$ cat src/design/gps_text_sentence_position_parser_assert.svh
// Assertion macros shared by the parser's RTL files.
// Each macro expands to one labeled concurrent assertion that is
// disabled while reset is asserted.
`ifndef GPS_TEXT_SENTENCE_POSITION_PARSER_ASSERT_SVH
`define GPS_TEXT_SENTENCE_POSITION_PARSER_ASSERT_SVH

// The condition holds at every clock edge.
`define GTSP_ASSERT_ALWAYS(label, clk, rst_n, cond) \
    label: assert property (@(posedge clk) disable iff (!rst_n) (cond)) \
        else $error("gtsp: invariant violated");

// The consequent holds in the same cycle as the antecedent.
`define GTSP_ASSERT_IMPLIES(label, clk, rst_n, ante, cons) \
    label: assert property (@(posedge clk) disable iff (!rst_n) (ante) |-> (cons)) \
        else $error("gtsp: same-cycle implication violated");

// The consequent holds in the cycle after the antecedent.
`define GTSP_ASSERT_NEXT(label, clk, rst_n, ante, cons) \
    label: assert property (@(posedge clk) disable iff (!rst_n) (ante) |=> (cons)) \
        else $error("gtsp: next-cycle implication violated");

`endif

$ cat src/design/gtsp_pkg.sv
// ----------------------------------------------------------------------------
// gtsp_pkg
// Shared constants, character codes and the frame record type of the GPS
// sentence position parser.
// ----------------------------------------------------------------------------
package gtsp_pkg;

    // Frame geometry.
    localparam int FRAME_LENGTH = 57;
    localparam int POS_W        = $clog2(FRAME_LENGTH);

    // Character codes.
    localparam logic [7:0] CHAR_AT         = 8'h40;
    localparam logic [7:0] CHAR_UNDERSCORE = 8'h5F;
    localparam logic [7:0] CHAR_ZERO       = 8'h30;
    localparam logic [7:0] CHAR_NINE       = 8'h39;

    // Fixed byte positions inside a frame.
    localparam logic [POS_W-1:0] LAT_HEMI_POS = POS_W'(13);
    localparam logic [POS_W-1:0] NO_FIX_POS   = POS_W'(14);
    localparam logic [POS_W-1:0] LON_HEMI_POS = POS_W'(21);

    // Digit slots: latitude 14..20, longitude 22..29, accuracy 31..33.
    localparam int NUM_DIGITS = 18;
    localparam logic [POS_W-1:0] DIGIT_POS [NUM_DIGITS] = '{
        POS_W'(14), POS_W'(15), POS_W'(16), POS_W'(17), POS_W'(18), POS_W'(19),
        POS_W'(20), POS_W'(22), POS_W'(23), POS_W'(24), POS_W'(25), POS_W'(26),
        POS_W'(27), POS_W'(28), POS_W'(29), POS_W'(31), POS_W'(32), POS_W'(33)
    };

    // Slot numbers of the first digit of each decoded group.
    localparam int LAT_DEG_SLOT  = 0;
    localparam int LAT_MIN_SLOT  = 2;
    localparam int LAT_FRAC_SLOT = 4;
    localparam int LON_DEG_SLOT  = 7;
    localparam int LON_MIN_SLOT  = 10;
    localparam int LON_FRAC_SLOT = 12;
    localparam int ACC_SLOT      = 15;

    // Output widths.
    localparam int LAT_W = 23;
    localparam int LON_W = 26;
    localparam int ACC_W = 10;

    // One completed frame, already classified by the front end.
    typedef struct packed {
        logic [7:0]                  lat_hemi;
        logic [7:0]                  lon_hemi;
        logic                        no_fix;
        logic                        digit_err;
        logic [NUM_DIGITS-1:0][3:0]  digits;
    } frame_rec_t;

endpackage

$ cat src/design/gtsp_fifo.sv
// ----------------------------------------------------------------------------
// gtsp_fifo
// Two-entry queue of completed frame records between the front end and the
// decoder, so that each side can stall on its own.
// ----------------------------------------------------------------------------
`include "gps_text_sentence_position_parser_assert.svh"

module gtsp_fifo (
    input  logic                 aclk,
    input  logic                 aresetn,
    input  logic                 push,
    input  gtsp_pkg::frame_rec_t push_data,
    output logic                 push_ready,
    input  logic                 pop,
    output logic                 pop_valid,
    output gtsp_pkg::frame_rec_t pop_data
);

    gtsp_pkg::frame_rec_t mem_reg [2];
    logic       wr_ptr_reg, wr_ptr_next;
    logic       rd_ptr_reg, rd_ptr_next;
    logic [1:0] count_reg, count_next;

    // Status toward both sides.
    assign push_ready = (count_reg != 2'd2);
    assign pop_valid  = (count_reg != 2'd0);
    assign pop_data   = mem_reg[rd_ptr_reg];

    // Pointer and occupancy update.
    always_comb begin
        wr_ptr_next = push ? ~wr_ptr_reg : wr_ptr_reg;
        rd_ptr_next = pop  ? ~rd_ptr_reg : rd_ptr_reg;
        count_next  = count_reg + {1'b0, push} - {1'b0, pop};
    end

    always_ff @(posedge aclk) begin
        if (!aresetn) begin
            wr_ptr_reg <= 1'b0;
            rd_ptr_reg <= 1'b0;
            count_reg  <= 2'd0;
        end else begin
            wr_ptr_reg <= wr_ptr_next;
            rd_ptr_reg <= rd_ptr_next;
            count_reg  <= count_next;
        end
    end

    // Entry storage.
    always_ff @(posedge aclk) begin
        if (push) begin
            mem_reg[wr_ptr_reg] <= push_data;
        end
    end

    `GTSP_ASSERT_ALWAYS(a_count_bound, aclk, aresetn, count_reg <= 2'd2)
    `GTSP_ASSERT_IMPLIES(a_no_overflow, aclk, aresetn, push, count_reg != 2'd2)
    `GTSP_ASSERT_IMPLIES(a_no_underflow, aclk, aresetn, pop, count_reg != 2'd0)

endmodule

$ cat src/design/gtsp_front.sv
// ----------------------------------------------------------------------------
// gtsp_front
// Accepts one received byte per cycle while the queue has room, tracks the
// write position inside the frame and classifies the bytes that matter:
// hemisphere characters, the invalid-fix marker and the digit values with
// their error flag. A completed frame is pushed as one record into the queue.
// ----------------------------------------------------------------------------
`include "gps_text_sentence_position_parser_assert.svh"

module gtsp_front (
    input  logic                 aclk,
    input  logic                 aresetn,
    input  logic                 s_valid,
    output logic                 s_ready,
    input  logic [7:0]           s_rx_byte,
    output logic                 push,
    output gtsp_pkg::frame_rec_t push_data,
    input  logic                 push_ready
);

    logic [gtsp_pkg::POS_W-1:0] pos_reg, pos_next;
    logic [gtsp_pkg::POS_W-1:0] pos_eff;
    logic [7:0] lat_hemi_reg, lat_hemi_next;
    logic [7:0] lon_hemi_reg, lon_hemi_next;
    logic       no_fix_reg, no_fix_next;
    logic       err_reg, err_next;
    logic [3:0] digit_reg  [gtsp_pkg::NUM_DIGITS];
    logic [3:0] digit_next [gtsp_pkg::NUM_DIGITS];
    logic       accept;
    logic       last;
    logic       is_digit;
    logic       digit_hit;
    logic [3:0] byte_val;

    assign s_ready = push_ready;
    assign accept  = s_valid && s_ready;

    // Position of this byte, with restart on a start character.
    always_comb begin
        pos_eff = ((s_rx_byte == gtsp_pkg::CHAR_AT) && (pos_reg != '0)) ? '0 : pos_reg;
        last    = (pos_eff == gtsp_pkg::POS_W'(gtsp_pkg::FRAME_LENGTH - 1));
        pos_next = last ? '0 : pos_eff + gtsp_pkg::POS_W'(1);
    end

    // Byte classification and capture into the field registers.
    always_comb begin
        is_digit  = (s_rx_byte >= gtsp_pkg::CHAR_ZERO) && (s_rx_byte <= gtsp_pkg::CHAR_NINE);
        byte_val  = is_digit ? s_rx_byte[3:0] : 4'd0;
        digit_hit = 1'b0;
        for (int k = 0; k < gtsp_pkg::NUM_DIGITS; k++) begin
            if (pos_eff == gtsp_pkg::DIGIT_POS[k]) begin
                digit_next[k] = byte_val;
                digit_hit     = 1'b1;
            end else begin
                digit_next[k] = digit_reg[k];
            end
        end
        lat_hemi_next = (pos_eff == gtsp_pkg::LAT_HEMI_POS) ? s_rx_byte : lat_hemi_reg;
        lon_hemi_next = (pos_eff == gtsp_pkg::LON_HEMI_POS) ? s_rx_byte : lon_hemi_reg;
        no_fix_next   = (pos_eff == gtsp_pkg::NO_FIX_POS)
                      ? (s_rx_byte == gtsp_pkg::CHAR_UNDERSCORE) : no_fix_reg;
        err_next      = ((pos_eff == '0) ? 1'b0 : err_reg) | (digit_hit && !is_digit);
    end

    // The record includes the byte that completes the frame.
    always_comb begin
        push_data.lat_hemi  = lat_hemi_next;
        push_data.lon_hemi  = lon_hemi_next;
        push_data.no_fix    = no_fix_next;
        push_data.digit_err = err_next;
        for (int k = 0; k < gtsp_pkg::NUM_DIGITS; k++) begin
            push_data.digits[k] = digit_next[k];
        end
        push = accept && last;
    end

    // Write position.
    always_ff @(posedge aclk) begin
        if (!aresetn) begin
            pos_reg <= '0;
        end else if (accept) begin
            pos_reg <= pos_next;
        end
    end

    // Captured fields of the frame in progress.
    always_ff @(posedge aclk) begin
        if (accept) begin
            lat_hemi_reg <= lat_hemi_next;
            lon_hemi_reg <= lon_hemi_next;
            no_fix_reg   <= no_fix_next;
            err_reg      <= err_next;
            for (int k = 0; k < gtsp_pkg::NUM_DIGITS; k++) begin
                digit_reg[k] <= digit_next[k];
            end
        end
    end

    `GTSP_ASSERT_ALWAYS(a_pos_in_frame, aclk, aresetn,
        pos_reg < gtsp_pkg::POS_W'(gtsp_pkg::FRAME_LENGTH))
    `GTSP_ASSERT_NEXT(a_wrap_after_last, aclk, aresetn, push, pos_reg == '0)

endmodule

$ cat src/design/gtsp_decode.sv
// ----------------------------------------------------------------------------
// gtsp_decode
// Two-stage decoder: the first stage turns digit groups into decimal values,
// the second scales degrees and minutes into thousandths of a minute and
// holds the result register toward the output channel.
// ----------------------------------------------------------------------------
module gtsp_decode (
    input  logic                          aclk,
    input  logic                          aresetn,
    input  logic                          rec_valid,
    input  gtsp_pkg::frame_rec_t          rec,
    output logic                          rec_pop,
    output logic                          m_valid,
    input  logic                          m_ready,
    output logic                          m_fix_valid,
    output logic [7:0]                    m_lat_hemisphere,
    output logic [gtsp_pkg::LAT_W-1:0]    m_latitude_milliminutes,
    output logic [7:0]                    m_lon_hemisphere,
    output logic [gtsp_pkg::LON_W-1:0]    m_longitude_milliminutes,
    output logic [gtsp_pkg::ACC_W-1:0]    m_accuracy,
    output logic                          m_digit_error
);

    // Two-digit decimal value.
    function automatic logic [6:0] dec2(input logic [3:0] d1, input logic [3:0] d0);
        return 7'(7'(d1) * 7'd10) + 7'(d0);
    endfunction

    // Three-digit decimal value.
    function automatic logic [9:0] dec3(input logic [3:0] d2, input logic [3:0] d1,
                                        input logic [3:0] d0);
        return 10'(10'(d2) * 10'd100) + 10'(10'(d1) * 10'd10) + 10'(d0);
    endfunction

    logic       s1_valid_reg, s1_valid_next;
    logic       out_valid_reg, out_valid_next;
    logic       adv_out;
    logic       s1_load;

    logic [7:0] s1_lat_hemi_reg, s1_lon_hemi_reg;
    logic       s1_no_fix_reg, s1_err_reg;
    logic [6:0] s1_lat_deg_reg, s1_lat_min_reg, s1_lon_min_reg;
    logic [9:0] s1_lat_frac_reg, s1_lon_deg_reg, s1_lon_frac_reg, s1_acc_reg;

    logic [gtsp_pkg::LAT_W-1:0] lat_sum;
    logic [gtsp_pkg::LON_W-1:0] lon_sum;

    // Pipeline flow: the result register frees up when taken, stage one
    // moves on whenever the result register can take it.
    always_comb begin
        adv_out        = !out_valid_reg || m_ready;
        s1_load        = !s1_valid_reg || adv_out;
        rec_pop        = rec_valid && s1_load;
        s1_valid_next  = s1_load ? rec_valid : s1_valid_reg;
        out_valid_next = adv_out ? s1_valid_reg : out_valid_reg;
    end

    always_ff @(posedge aclk) begin
        if (!aresetn) begin
            s1_valid_reg  <= 1'b0;
            out_valid_reg <= 1'b0;
        end else begin
            s1_valid_reg  <= s1_valid_next;
            out_valid_reg <= out_valid_next;
        end
    end

    // Stage one: digit groups to decimal values.
    always_ff @(posedge aclk) begin
        if (s1_load) begin
            s1_lat_hemi_reg <= rec.lat_hemi;
            s1_lon_hemi_reg <= rec.lon_hemi;
            s1_no_fix_reg   <= rec.no_fix;
            s1_err_reg      <= rec.digit_err;
            s1_lat_deg_reg  <= dec2(rec.digits[gtsp_pkg::LAT_DEG_SLOT],
                                    rec.digits[gtsp_pkg::LAT_DEG_SLOT + 1]);
            s1_lat_min_reg  <= dec2(rec.digits[gtsp_pkg::LAT_MIN_SLOT],
                                    rec.digits[gtsp_pkg::LAT_MIN_SLOT + 1]);
            s1_lat_frac_reg <= dec3(rec.digits[gtsp_pkg::LAT_FRAC_SLOT],
                                    rec.digits[gtsp_pkg::LAT_FRAC_SLOT + 1],
                                    rec.digits[gtsp_pkg::LAT_FRAC_SLOT + 2]);
            s1_lon_deg_reg  <= dec3(rec.digits[gtsp_pkg::LON_DEG_SLOT],
                                    rec.digits[gtsp_pkg::LON_DEG_SLOT + 1],
                                    rec.digits[gtsp_pkg::LON_DEG_SLOT + 2]);
            s1_lon_min_reg  <= dec2(rec.digits[gtsp_pkg::LON_MIN_SLOT],
                                    rec.digits[gtsp_pkg::LON_MIN_SLOT + 1]);
            s1_lon_frac_reg <= dec3(rec.digits[gtsp_pkg::LON_FRAC_SLOT],
                                    rec.digits[gtsp_pkg::LON_FRAC_SLOT + 1],
                                    rec.digits[gtsp_pkg::LON_FRAC_SLOT + 2]);
            s1_acc_reg      <= dec3(rec.digits[gtsp_pkg::ACC_SLOT],
                                    rec.digits[gtsp_pkg::ACC_SLOT + 1],
                                    rec.digits[gtsp_pkg::ACC_SLOT + 2]);
        end
    end

    // Stage two: scale to thousandths of a minute.
    always_comb begin
        lat_sum = gtsp_pkg::LAT_W'(gtsp_pkg::LAT_W'(s1_lat_deg_reg) * 23'd60000)
                + gtsp_pkg::LAT_W'(gtsp_pkg::LAT_W'(s1_lat_min_reg) * 23'd1000)
                + gtsp_pkg::LAT_W'(s1_lat_frac_reg);
        lon_sum = gtsp_pkg::LON_W'(gtsp_pkg::LON_W'(s1_lon_deg_reg) * 26'd60000)
                + gtsp_pkg::LON_W'(gtsp_pkg::LON_W'(s1_lon_min_reg) * 26'd1000)
                + gtsp_pkg::LON_W'(s1_lon_frac_reg);
    end

    // Result register; an invalid fix zeroes every decoded value.
    always_ff @(posedge aclk) begin
        if (adv_out) begin
            m_fix_valid              <= !s1_no_fix_reg;
            m_lat_hemisphere         <= s1_lat_hemi_reg;
            m_lon_hemisphere         <= s1_lon_hemi_reg;
            m_latitude_milliminutes  <= s1_no_fix_reg ? '0 : lat_sum;
            m_longitude_milliminutes <= s1_no_fix_reg ? '0 : lon_sum;
            m_accuracy               <= s1_no_fix_reg ? '0 : s1_acc_reg;
            m_digit_error            <= !s1_no_fix_reg && s1_err_reg;
        end
    end

    assign m_valid = out_valid_reg;

endmodule

$ cat src/design/gps_text_sentence_position_parser.sv
// ----------------------------------------------------------------------------
// gps_text_sentence_position_parser
// Parses fixed-length position sentences, one received byte per transaction,
// and returns one decoded position result for every completed frame.
//
//   Channel  | Ports                    | Transaction
//   ---------+--------------------------+------------------------------------
//   input    | s_valid, s_ready, s_*    | one received character
//   result   | m_valid, m_ready, m_*    | one decoded frame
//
// One byte is taken every cycle while the queue has room; the front end
// holds the frame position and classifies each byte in the cycle it arrives.
// A result passes from the frame's last byte through the queue entry, the
// stage-one register and the result register.
// Reset is synchronous and clears the position and all valid flags; no
// clearing pass is needed.
// The input stalls only while both queue entries hold undelivered frames.
// ----------------------------------------------------------------------------
module gps_text_sentence_position_parser (
    input  logic                          aclk,
    input  logic                          aresetn,
    input  logic                          s_valid,
    output logic                          s_ready,
    input  logic [7:0]                    s_rx_byte,
    output logic                          m_valid,
    input  logic                          m_ready,
    output logic                          m_fix_valid,
    output logic [7:0]                    m_lat_hemisphere,
    output logic [gtsp_pkg::LAT_W-1:0]    m_latitude_milliminutes,
    output logic [7:0]                    m_lon_hemisphere,
    output logic [gtsp_pkg::LON_W-1:0]    m_longitude_milliminutes,
    output logic [gtsp_pkg::ACC_W-1:0]    m_accuracy,
    output logic                          m_digit_error
);

    logic                 push;
    logic                 push_ready;
    gtsp_pkg::frame_rec_t push_data;
    logic                 pop;
    logic                 pop_valid;
    gtsp_pkg::frame_rec_t pop_data;

    // Byte intake and classification.
    gtsp_front u_front (
        .aclk       (aclk),
        .aresetn    (aresetn),
        .s_valid    (s_valid),
        .s_ready    (s_ready),
        .s_rx_byte  (s_rx_byte),
        .push       (push),
        .push_data  (push_data),
        .push_ready (push_ready)
    );

    // Queue of completed frames.
    gtsp_fifo u_fifo (
        .aclk       (aclk),
        .aresetn    (aresetn),
        .push       (push),
        .push_data  (push_data),
        .push_ready (push_ready),
        .pop        (pop),
        .pop_valid  (pop_valid),
        .pop_data   (pop_data)
    );

    // Decimal decode and result register.
    gtsp_decode u_decode (
        .aclk                     (aclk),
        .aresetn                  (aresetn),
        .rec_valid                (pop_valid),
        .rec                      (pop_data),
        .rec_pop                  (pop),
        .m_valid                  (m_valid),
        .m_ready                  (m_ready),
        .m_fix_valid              (m_fix_valid),
        .m_lat_hemisphere         (m_lat_hemisphere),
        .m_latitude_milliminutes  (m_latitude_milliminutes),
        .m_lon_hemisphere         (m_lon_hemisphere),
        .m_longitude_milliminutes (m_longitude_milliminutes),
        .m_accuracy               (m_accuracy),
        .m_digit_error            (m_digit_error)
    );

endmodule
$ cat config.mk
export PLATFORM = sky130hd
export DESIGN_NAME = gps_text_sentence_position_parser
export DESIGN_NICKNAME = d
export VERILOG_FILES = /design/src/design/gtsp_pkg.sv /design/src/design/gtsp_fifo.sv /design/src/design/gtsp_front.sv /design/src/design/gtsp_decode.sv /design/src/design/gps_text_sentence_position_parser.sv
export VERILOG_INCLUDE_DIRS = /design/src /design/src/design
export SDC_FILE = /design/constraint.sdc
export NUM_CORES = 1
export LEC_CHECK = 0
export ABC_AREA = 1
export ABC_CLOCK_PERIOD_IN_PS = 8500
export BUFFER_PORTS_ARGS = -buffer_cell sky130_fd_sc_hd__buf_2
export CAP_MARGIN = 40
export CELL_PAD_IN_SITES_DETAIL_PLACEMENT = 0
export CELL_PAD_IN_SITES_GLOBAL_PLACEMENT = 1
export CORE_MARGIN = 2
export CORE_UTILIZATION = 30
export CTS_CLUSTER_DIAMETER = 200
export DETAILED_ROUTE_END_ITERATION = 8
export PLACE_DENSITY_LB_ADDON = 0.12
export SETUP_SLACK_MARGIN = 0.1
export SYNTH_ARGS = -nofsm -noshare
export SYNTH_HDL_FRONTEND = slang
export SYNTH_SLANG_ARGS = --single-unit
$ cat constraint.sdc
create_clock -name aclk -period 8.5 [get_ports aclk]
set_input_delay 0.85 -clock aclk [delete_from_list [all_inputs] [get_ports aclk]]
set_output_delay 0.85 -clock aclk [all_outputs]
set_load 0.03 [all_outputs]
==> results of run 1 <==
==> cell usage after synthesis (5+ instances only) <==
| master | instances |
|---|---|
| o21ai_0 | 146 |
| dfxtp_1 | 13 |
| o21a_1 | 10 |
| o21ai_1 | 6 |
| clkbuf_1 | 18 |
| nor2_2 | 5 |
| nand3_1 | 64 |
| mux2_2 | 68 |
| fa_1 | 121 |
| edfxtp_1 | 426 |
| a21oi_1 | 156 |
| inv_2 | 5 |
| a21o_1 | 10 |
| inv_1 | 429 |
| a31oi_1 | 10 |
| nor2_1 | 167 |
| o21bai_1 | 5 |
| nor3_1 | 10 |
| ha_1 | 349 |
| xnor2_1 | 38 |
| nand4_1 | 19 |
| nand2_1 | 340 |
| xor2_1 | 67 |
==> area by class of cell <==
type / instances / area (µm²) / share of cell area
clock buffer: 58 / 1370 / 0.0428
clock inverter: 44 / 619 / 0.0194
inverter: 434 / 1630 / 0.0510
multi-input combinational: 1627 / 13000 / 0.408
sequential: 439 / 13100 / 0.409
tap: 1243 / 1560 / 0.0487
timing repair buffer: 106 / 676 / 0.0211
==> per-layer routing <==
metal | up-vias | global-route usage
met1 | 8239 | 0.187
li1 | 8841 | -
met4 | 0 | 0.0321
met2 | 186 | 0.219
met5 | - | 0
met3 | 76 | 0.0172
==> worst register-to-register path, cell delays in order (launching register included) <==
cell	delay, ps
edfxtp_1	500
fa_1	570
fa_1	520
inv_1	50
fa_1	470
fa_1	510
inv_1	40
ha_1	320
a21oi_1	190
o21ai_0	100
a21oi_1	190
o21ai_0	170
a21oi_1	170
nor2_1	50
nor2_1	120
xor2_1	220
ha_1	270
ha_1	390
a21oi_1	170
o21ai_0	100
nor2_1	110
nand2_1	90
nand3_1	110
nand2_1	90
nand2_1	130
nor2_1	70
a21oi_1	130
nor2_1	60
==> worst paths after layout <==
path / to / slack [ps] / cells after the start
max: u_decode.m_longitude_milliminutes[25] / 2370 / 27
min: u_decode.m_lon_hemisphere[7] / 420 / 0
max reg2reg: u_decode.m_longitude_milliminutes[25] / 2370 / 27
min reg2reg: u_decode.m_lon_hemisphere[7] / 420 / 0
==> power breakdown <==
group / leakage, nW / internal [mW] / switching [mW] / total, mW
registers: 3.61 / 2.35 / 0.00230 / 2.36
logic: 8.89 / 0.0114 / 0.0340 / 0.0455
clock network: 0.952 / 1.57 / 0.961 / 2.53
==> logic make-up (layout without fill, tap and decap cells) <==
group                    Yosys count  after routing  synth area share
AND/OR/NAND/NOR                  625            625            0.0938
adder cells (fa/ha/maj)          470            470             0.244
buffers and inverters            460            642            0.0626
flip-flops                       439            439             0.469
AO/OA/AOI/OAI                    355            355            0.0679
XOR/XNOR                         105            105            0.0331
multiplexers                      72             72            0.0290
==> metrics.cfg, run 1 <==
[run_status]
status = complete, no violations

[layout]
drive_gt1_frac = 0.107
design_area_um2 = 31900
final_common_cell = inv_1
fill_cells = 9227
fin_cells = 3951
diodes = 0
area_growth_pct = 14.9
fin_nets = 3144
fin_util = 0.348
layout_common_cells = inv_1, edfxtp_1, ha_1
largest_reg_flops = 180

[die]
fp.dieW_um = 308
dieArea_um2 = 95100
start_util = 0.303
ios = 91
rows = 111
core_area_um2 = 91800
die_h_um = 308

[timing]
finalHoldViolations = 0
worst_slack_ps = 2370
skew_ps = 50.6
tightest_slew_ps = 838
drv_slew = 0
clock.fmax_ghz = 0.163
holdWs_ps = 422
setup_tns_ps = 0
fin_crit_ps = 6130
setup_viol = 0
slew_headroom = 0.437
rsz0062_at_grt = false
fin_crit_sh = 0.722

[synthesis]
synth_edf_count = 426
synth_area_um2 = 27800
synth_area_leaders = edfxtp_1, ha_1, fa_1
yosysTopAreaCell = edfxtp_1
async_flop_share = 0
ys_types = 46
synth-seq-cells = 439
syn-num-nets = 3008
synth_seq_area_share = 0.469
synth_top_cell_area_share = 0.460
synth_flop_cell = edfxtp_1
ys.warnings.count = 0
syn_inst = 2526
postSynthAreaPerCell_um2 = 11.0

[routing]
vias = 17300
highest_layer = met4
viasPerCell = 4.39
wirelength_met1_um = 31400
drtAntennaViolNets = 0
first_pass_iters = 4
wl_met3_um = 1690
drtIter0Drc = 848
wire_per_inst_um = 15.8
drcViolationCount = 0
drt-total-wl_um = 62600
met2WireLength_um = 28300

[power]
power.density_nw_per_um2 = 154
p_leak_nw = 13.5
total_power_mw = 4.93
ir_drop_mv = 0.121

[worst_setup_path]
critical-path-top-delay-family = adder cells
crit_path_end_kind = flip-flop
cp_data_required_time_ps = 8850
cp_num_buf_inv = 2
path_max_fanout = 7
crit_type = flip-flop to flip-flop
crit_path_top_delay_cell = fa_1
startpoint = u_decode.s1_lon_min_reg[0]
arrival_ps = 6490
cpPeakStageDelay_ps = 570
rr_startpoint = u_decode.s1_lon_min_reg[0]
startpoint_type = flip-flop

[hold_path]
hold_start = u_decode.s1_lon_hemi_reg[7]
hold_class = flip-flop to flip-flop

[clocking]
post_cts_resized = 0
cts_setup_buffers = 0
cts_tree = yes
clock_path_buffers = 3
insertion_delay_ps = 620
clock_sinks = 439
htreeDepth = 2
clock-root-buffer = clkbuf_16
cts_hold_buffers = 0
numCtsBuffers = 54
clk_pin_slew_ps = 70

[global_routing]
grt_max_degree = 63
grt_pass1_vias = 18100
overflow = 0
grt_pass1_wl_um = 100000
antenna_found_initial = 0
grt_usage = 0.134

[placed_design]
placed_cell_area_um2 = 30000
place_ws_ps = 2340
gp_congestion = 0.841
io_buffers = 90
dp_hpwl_um = 46200
place_inst = 3849

[run]
max_cap_viol_count = 0

Power figures use the tool's default switching activity.
==> run 2, diff against run 1 <==
--- a/config.mk
+++ b/config.mk
@@ -7,7 +7,7 @@
 export NUM_CORES = 1
 export LEC_CHECK = 0
 export ABC_AREA = 1
-export ABC_CLOCK_PERIOD_IN_PS = 8500
+export ABC_CLOCK_PERIOD_IN_PS = 5500
 export BUFFER_PORTS_ARGS = -buffer_cell sky130_fd_sc_hd__buf_2
 export CAP_MARGIN = 40
 export CELL_PAD_IN_SITES_DETAIL_PLACEMENT = 0
==> constraint.sdc (replaced) <==
create_clock -name aclk -period 5.5 [get_ports aclk]
set_input_delay 0.55 -clock aclk [delete_from_list [all_inputs] [get_ports aclk]]
set_output_delay 0.55 -clock aclk [all_outputs]
set_load 0.03 [all_outputs]
==> metrics.cfg, run 2 (synthesis gave the netlist of run 1 again) <==
[placed_design]
place_ws_ps = -427  ; -2770 ps
gp_congestion = 0.818  ; -2.8%
dp_hpwl_um = 47600  ; +3.1%
io_buffers = 90  ; unchanged
place_inst = 3975  ; +3.3%

[global_routing]
grt_max_degree = 91  ; +44%
antenna_found_initial = 1  ; +1
grt_pass1_vias = 18800  ; +3.4%
grt_usage = 0.137  ; +0.00339
overflow = 0  ; unchanged
grt_pass1_wl_um = 103000  ; +3.0%

[timing]
setup_viol = 3  ; +3
tightest_slew_ps = 869  ; +30.7 ps
finalHoldViolations = 0  ; unchanged
drv_slew = 0  ; unchanged
slew_headroom = 0.421  ; -0.0163
skew_ps = 78.8  ; +28.1 ps
clock.fmax_ghz = 0.181  ; +11%
worst_slack_ps = -21.2  ; -2390 ps
fin_crit_sh = 1.00  ; +0.282
fin_crit_ps = 5520  ; -612 ps
setup_tns_ps = -33.7  ; -33.7 ps
rsz0062_at_grt = true

[routing]
drcViolationCount = 0  ; unchanged
first_pass_iters = 5  ; +1
viasPerCell = 4.39  ; about the same
vias = 18000  ; +3.6%
drtAntennaViolNets = 0  ; unchanged
drt-total-wl_um = 64600  ; +3.2%
drtIter0Drc = 736  ; -13%
wire_per_inst_um = 15.8  ; -0.29%

[worst_setup_path]
arrival_ps = 5840  ; -650 ps
cpPeakStageDelay_ps = 550  ; -20 ps
cp_data_required_time_ps = 5820  ; -3030 ps
crit_top_cell = fa_1
path_max_fanout = 4  ; -3
crit_path_top_delay_cell = fa_1
crit_path_end_kind = flip-flop
crit_type = flip-flop to flip-flop
startpoint_type = flip-flop

[clocking]
htreeDepth = 2  ; unchanged
cts_hold_buffers = 0  ; unchanged
insertion_delay_ps = 640  ; +20 ps
clk_pin_slew_ps = 60  ; about the same
clock_path_buffers = 3  ; unchanged
clock_sinks = 439  ; unchanged
clock-root-buffer = clkbuf_16
numCtsBuffers = 51  ; -5.6%
cts_tree = yes

[die]
ios = 91  ; unchanged
start_util = 0.303  ; unchanged
rows = 111  ; unchanged
core_area_um2 = 91800  ; unchanged
dieArea_um2 = 95100  ; unchanged
fp.dieW_um = 308  ; unchanged
die_h_um = 308  ; unchanged

[run]
max_cap_viol_count = 0  ; unchanged

[layout]
layout_common_cells = edfxtp_1, inv_1, nand2_1
diodes = 0  ; unchanged
drive_gt1_frac = 0.191  ; +0.0836
area_growth_pct = 20.8
final_common_cell = edfxtp_1
fill_cells = 9158  ; -0.75%
fin_cells = 4091  ; +3.5%
fin_util = 0.366  ; +0.0179
fin_nets = 3291  ; +4.7%
largest_reg_flops = 180  ; unchanged

[hold_path]
hold_class = input port to flip-flop

[power]
p_leak_nw = 14.1  ; +5.1%
power.density_nw_per_um2 = 211  ; +37%
ir_drop_mv = 0.220  ; +82%

[run_status]
violations = negative setup slack
status = complete, but fails checks

==> run 2: cell count changes in the layout (fill, tap and decap cells not counted), moves of 9 or more <==
cell / delta
a21oi_1: -24
o21ai_2: +11
nor2_1: -11
o21ai_0: -20
nand2_2: +10
inv_1: -9
buf_4: +141
nand2_1: -15
ha_1: -27
ha_4: +26
a21oi_2: +20
==> run 2: layout make-up <==
class	instances	area, µm²	area share
inverter	434	1630	0.0486
tap	1243	1560	0.0463
multi-input combinational	1627	13800	0.412
sequential	439	13100	0.389
clock buffer	62	1320	0.0392
clock inverter	30	349	0.0104
timing repair buffer	256	1850	0.0552
==> run 2: metrics by stage <==
stage / hold slack [ps] / total power [mW] / area (µm²)
finish: 155 / 7.08 / 33600
CTS: 106 / 7.23 / 33100
floorplan: 400 / 3.75 / 27900
global route: 147 / 7.34 / 33600
global placement: 403 / 3.78 / 30900
detailed placement: 407 / 3.78 / 31000
==> run 2: worst paths after layout <==
path	startpoint	depth (start not counted)	endpoint	slack, ps
max reg2reg	u_decode.s1_lon_min_reg[1]	27	u_decode.m_longitude_milliminutes[25]	-20
min reg2reg	u_decode.s1_lat_hemi_reg[6]	0	u_decode.m_lat_hemisphere[6]	420
max	u_decode.s1_lon_min_reg[1]	27	u_decode.m_longitude_milliminutes[25]	-20
min	aresetn	3	u_fifo.count_reg[0]	150
==> run 2: layer usage <==
layer | vias up | share of wire | GRT usage
met5 | - | 0 | 0
met4 | 0 | 0.020 | 0.0331
met3 | 81 | 0.027 | 0.0175
met2 | 203 | 0.46 | 0.229
met1 | 8550 | 0.49 | 0.188
li1 | 9138 | - | -
==> run 2: worst max-delay path: cells and delay by family, from the launching register on <==
family,cells,cell delay (ps)
compound gates,3,360
xor+xnor,1,140
fa+ha+maj,7,2990
buf+inv,7,590
flops,1,440
simple gates,9,770
==> run 2: repair_timing <==
item,4_1_cts,5_1_grt
buffers inserted,16,10
resized for setup,77,76
hold endpoints to repair,0,0
pin swaps,63,77
setup endpoints to repair,23,27
==> run 2: power by group <==
group / internal (mW) / switching (mW) / total [mW]
Clock: 1.95 / 1.42 / 3.37
Sequential: 3.64 / 0.00385 / 3.64
Combinational: 0.0177 / 0.0529 / 0.0706
==> run 3, diff against run 2 <==
--- a/config.mk
+++ b/config.mk
@@ -6,7 +6,6 @@
 export SDC_FILE = /design/constraint.sdc
 export NUM_CORES = 1
 export LEC_CHECK = 0
-export ABC_AREA = 1
 export ABC_CLOCK_PERIOD_IN_PS = 5500
 export BUFFER_PORTS_ARGS = -buffer_cell sky130_fd_sc_hd__buf_2
 export CAP_MARGIN = 40
==> metrics.cfg, run 3 <==
[worst_setup_path]
crit_path_top_delay_cell = fa_1
crit_type = flip-flop to flip-flop
cp_num_buf_inv = 4  ; -3
path_cells = fa_1, fa_1, inv_1, fa_1, fa_1, inv_2, ha_4, inv_4, o21ai_4, a21oi_4, o21ai_2, a21oi_2, nor4bb_1, a211o_1, ha_4, ha_4, nor3_2, a221oi_4, a311oi_4, buf_4, xnor2_2, nor2_1
arrival_ps = 5820  ; -20 ps
startpoint_type = flip-flop
crit_path_end_kind = flip-flop
crit_top_cell = fa_1
critical-path-top-delay-family = adder cells
path_max_fanout = 6  ; +2
cpPeakStageDelay_ps = 540  ; about the same
cp_data_required_time_ps = 5860  ; +40 ps

[hold_path]
hold_class = input port to flip-flop

[synthesis]
syn_inst = 2170  ; -14%
syn-num-nets = 2652  ; -12%
synth_top_cell_area_share = 0.467  ; +0.00660
postSynthAreaPerCell_um2 = 12.6  ; +15%
synth_area_leaders = edfxtp_1, ha_1, fa_1
synth_edf_count = 426  ; unchanged
yosysMostFrequentCell = edfxtp_1
synth_seq_area_share = 0.476  ; +0.00673
async_flop_share = 0  ; unchanged
synth-seq-cells = 439  ; unchanged
ys_types = 72  ; +57%
yosysTopAreaCell = edfxtp_1
ys.warnings.count = 0  ; unchanged
netlist_top_cells_count = edfxtp_1, ha_1, inv_1
synth_flop_cell = edfxtp_1
synth_area_um2 = 27400  ; -1.4%

[placed_design]
gp_congestion = 0.804  ; -1.6%
dp_hpwl_um = 44000  ; -7.7%
io_buffers = 90  ; unchanged

[clocking]
insertion_delay_ps = 650  ; about the same
clk_pin_slew_ps = 70  ; about the same
clock_sinks = 439  ; unchanged
htreeDepth = 2  ; unchanged
cts_tree = yes
cts_hold_buffers = 0  ; unchanged
clock-root-buffer = clkbuf_16
clock_path_buffers = 3  ; unchanged
numCtsBuffers = 53  ; +3.9%

[run_status]
status = complete, no violations

[global_routing]
overflow = 0  ; unchanged
antenna_found_initial = 2  ; +1
grt_pass1_wl_um = 96700  ; -6.2%
grt_pass1_vias = 17400  ; -7.2%
grt_max_degree = 92  ; +1.1%
grt_usage = 0.130  ; -0.00667

[routing]
wire_per_inst_um = 16.8  ; +6.2%
drtIter0Drc = 681  ; -7.5%
met2WireLength_um = 27100  ; -9.5%
vias = 16400  ; -8.8%
drcViolationCount = 0  ; unchanged
drt-total-wl_um = 60400  ; -6.4%
wirelength_met1_um = 29700  ; -5.9%
wl_met3_um = 2100  ; +22%
drtAntennaViolNets = 0  ; unchanged
first_pass_iters = 4  ; -1
highest_layer = met4
viasPerCell = 4.55  ; +3.5%

[die]
core_area_um2 = 90300  ; -1.7%
fp.dieW_um = 306  ; -0.70%
ios = 91  ; unchanged
dieArea_um2 = 93800  ; -1.4%
rows = 110  ; -0.90%
die_h_um = 306  ; -0.70%
start_util = 0.304  ; +0.000731

[layout]
fill_cells = 8875  ; -3.1%
fin_nets = 2869  ; -13%
drive_gt1_frac = 0.215  ; +0.0236
diodes = 0  ; unchanged
layout_common_cells = edfxtp_1, ha_1, inv_1
final_common_cell = edfxtp_1
fin_util = 0.364  ; -0.00238
largest_reg_flops = 180  ; unchanged
area_growth_pct = 19.7

[timing]
tightest_slew_ps = 792  ; -76.2 ps
setup_viol = 0  ; -3
skew_ps = 45.5  ; -33.2 ps
fin_crit_sh = 0.993  ; -0.0105
rsz0062_at_grt = true
slew_headroom = 0.471  ; +0.0502
clock.fmax_ghz = 0.183  ; +1.1%
fin_crit_ps = 5460  ; -57.8 ps
finalHoldViolations = 0  ; unchanged
drv_slew = 0  ; unchanged

[run]
max_cap_viol_count = 0  ; unchanged

run 3: cell type report:
class,instances,area (µm²),share of cell area
multi-input combinational,1411,14100,0.430
sequential,439,13100,0.398
tap,1176,1470,0.0448
clock buffer,61,1360,0.0413
timing repair buffer,198,1350,0.0412
inverter,284,1070,0.0327
clock inverter,35,388,0.0118
run 3: layer usage:
layer | global-route usage | vias up
met5 | 0 | -
met4 | 0.0370 | 0
met3 | 0.0233 | 82
met2 | 0.207 | 199
met1 | 0.182 | 7958
li1 | - | 8150
run 3: timing repair:
item	in CTS	in global routing
setup buffers	11	9
resized for setup	86	51
cloned	0	0
pin swaps	72	52
endpoints found under the setup margin	19	20
run 3: worst paths after layout:
check | depth (start not counted) | start | slack (ps) | endpoint
setup / recovery | 22 | u_decode.s1_lon_min_reg[2] | 40 | u_decode.m_longitude_milliminutes[18]
hold / removal | 2 | aresetn | 280 | u_fifo.wr_ptr_reg
setup reg to reg | 22 | u_decode.s1_lon_min_reg[2] | 40 | u_decode.m_longitude_milliminutes[18]
hold reg to reg | 0 | u_decode.s1_lon_hemi_reg[6] | 420 | u_decode.m_lon_hemisphere[6]
run 3: cells by family (layout without fill, tap and decap cells):
| family | after synthesis | after routing | share of synthesized area |
|---|---|---|---|
| flops | 439 | 439 | 0.476 |
| buf+inv | 320 | 578 | 0.0444 |
| simple gates | 390 | 390 | 0.0722 |
| xor+xnor | 124 | 124 | 0.0411 |
| fa+ha+maj | 470 | 470 | 0.248 |
| compound gates | 306 | 306 | 0.0698 |
| mux | 121 | 121 | 0.0485 |
run 3: stage by stage:
stage	hold slack, ps	instances	worst slack, ps	cell area (µm²)	setup TNS [ps]
2_1_floorplan	400	2170	104	27700	0
3_3_place_gp	410	3482	-211	30100	-1840
3_5_place_dp	405	3488	-281	30200	-2780
4_1_cts	235	3595	-62.5	32500	-273
5_1_grt	269	3604	-273	32800	-2550
6_report	278	3604	36.6	32800	0
run 3: worst reg2reg max path, cell delays in order (launching register included):
cell	delay (ps)
edfxtp_1	450
fa_1	540
fa_1	490
inv_1	50
fa_1	450
fa_1	510
inv_2	50
ha_4	220
inv_4	70
o21ai_4	60
a21oi_4	170
o21ai_2	70
a21oi_2	200
nor4bb_1	80
a211o_1	310
ha_4	230
ha_4	180
nor3_2	260
a221oi_4	110
a311oi_4	370
buf_4	190
xnor2_2	90
nor2_1	50
Power of run 3 is left out: the tool's default activity adds up to more than one toggle a clock period on the data nets, which glitch-free logic cannot reach.
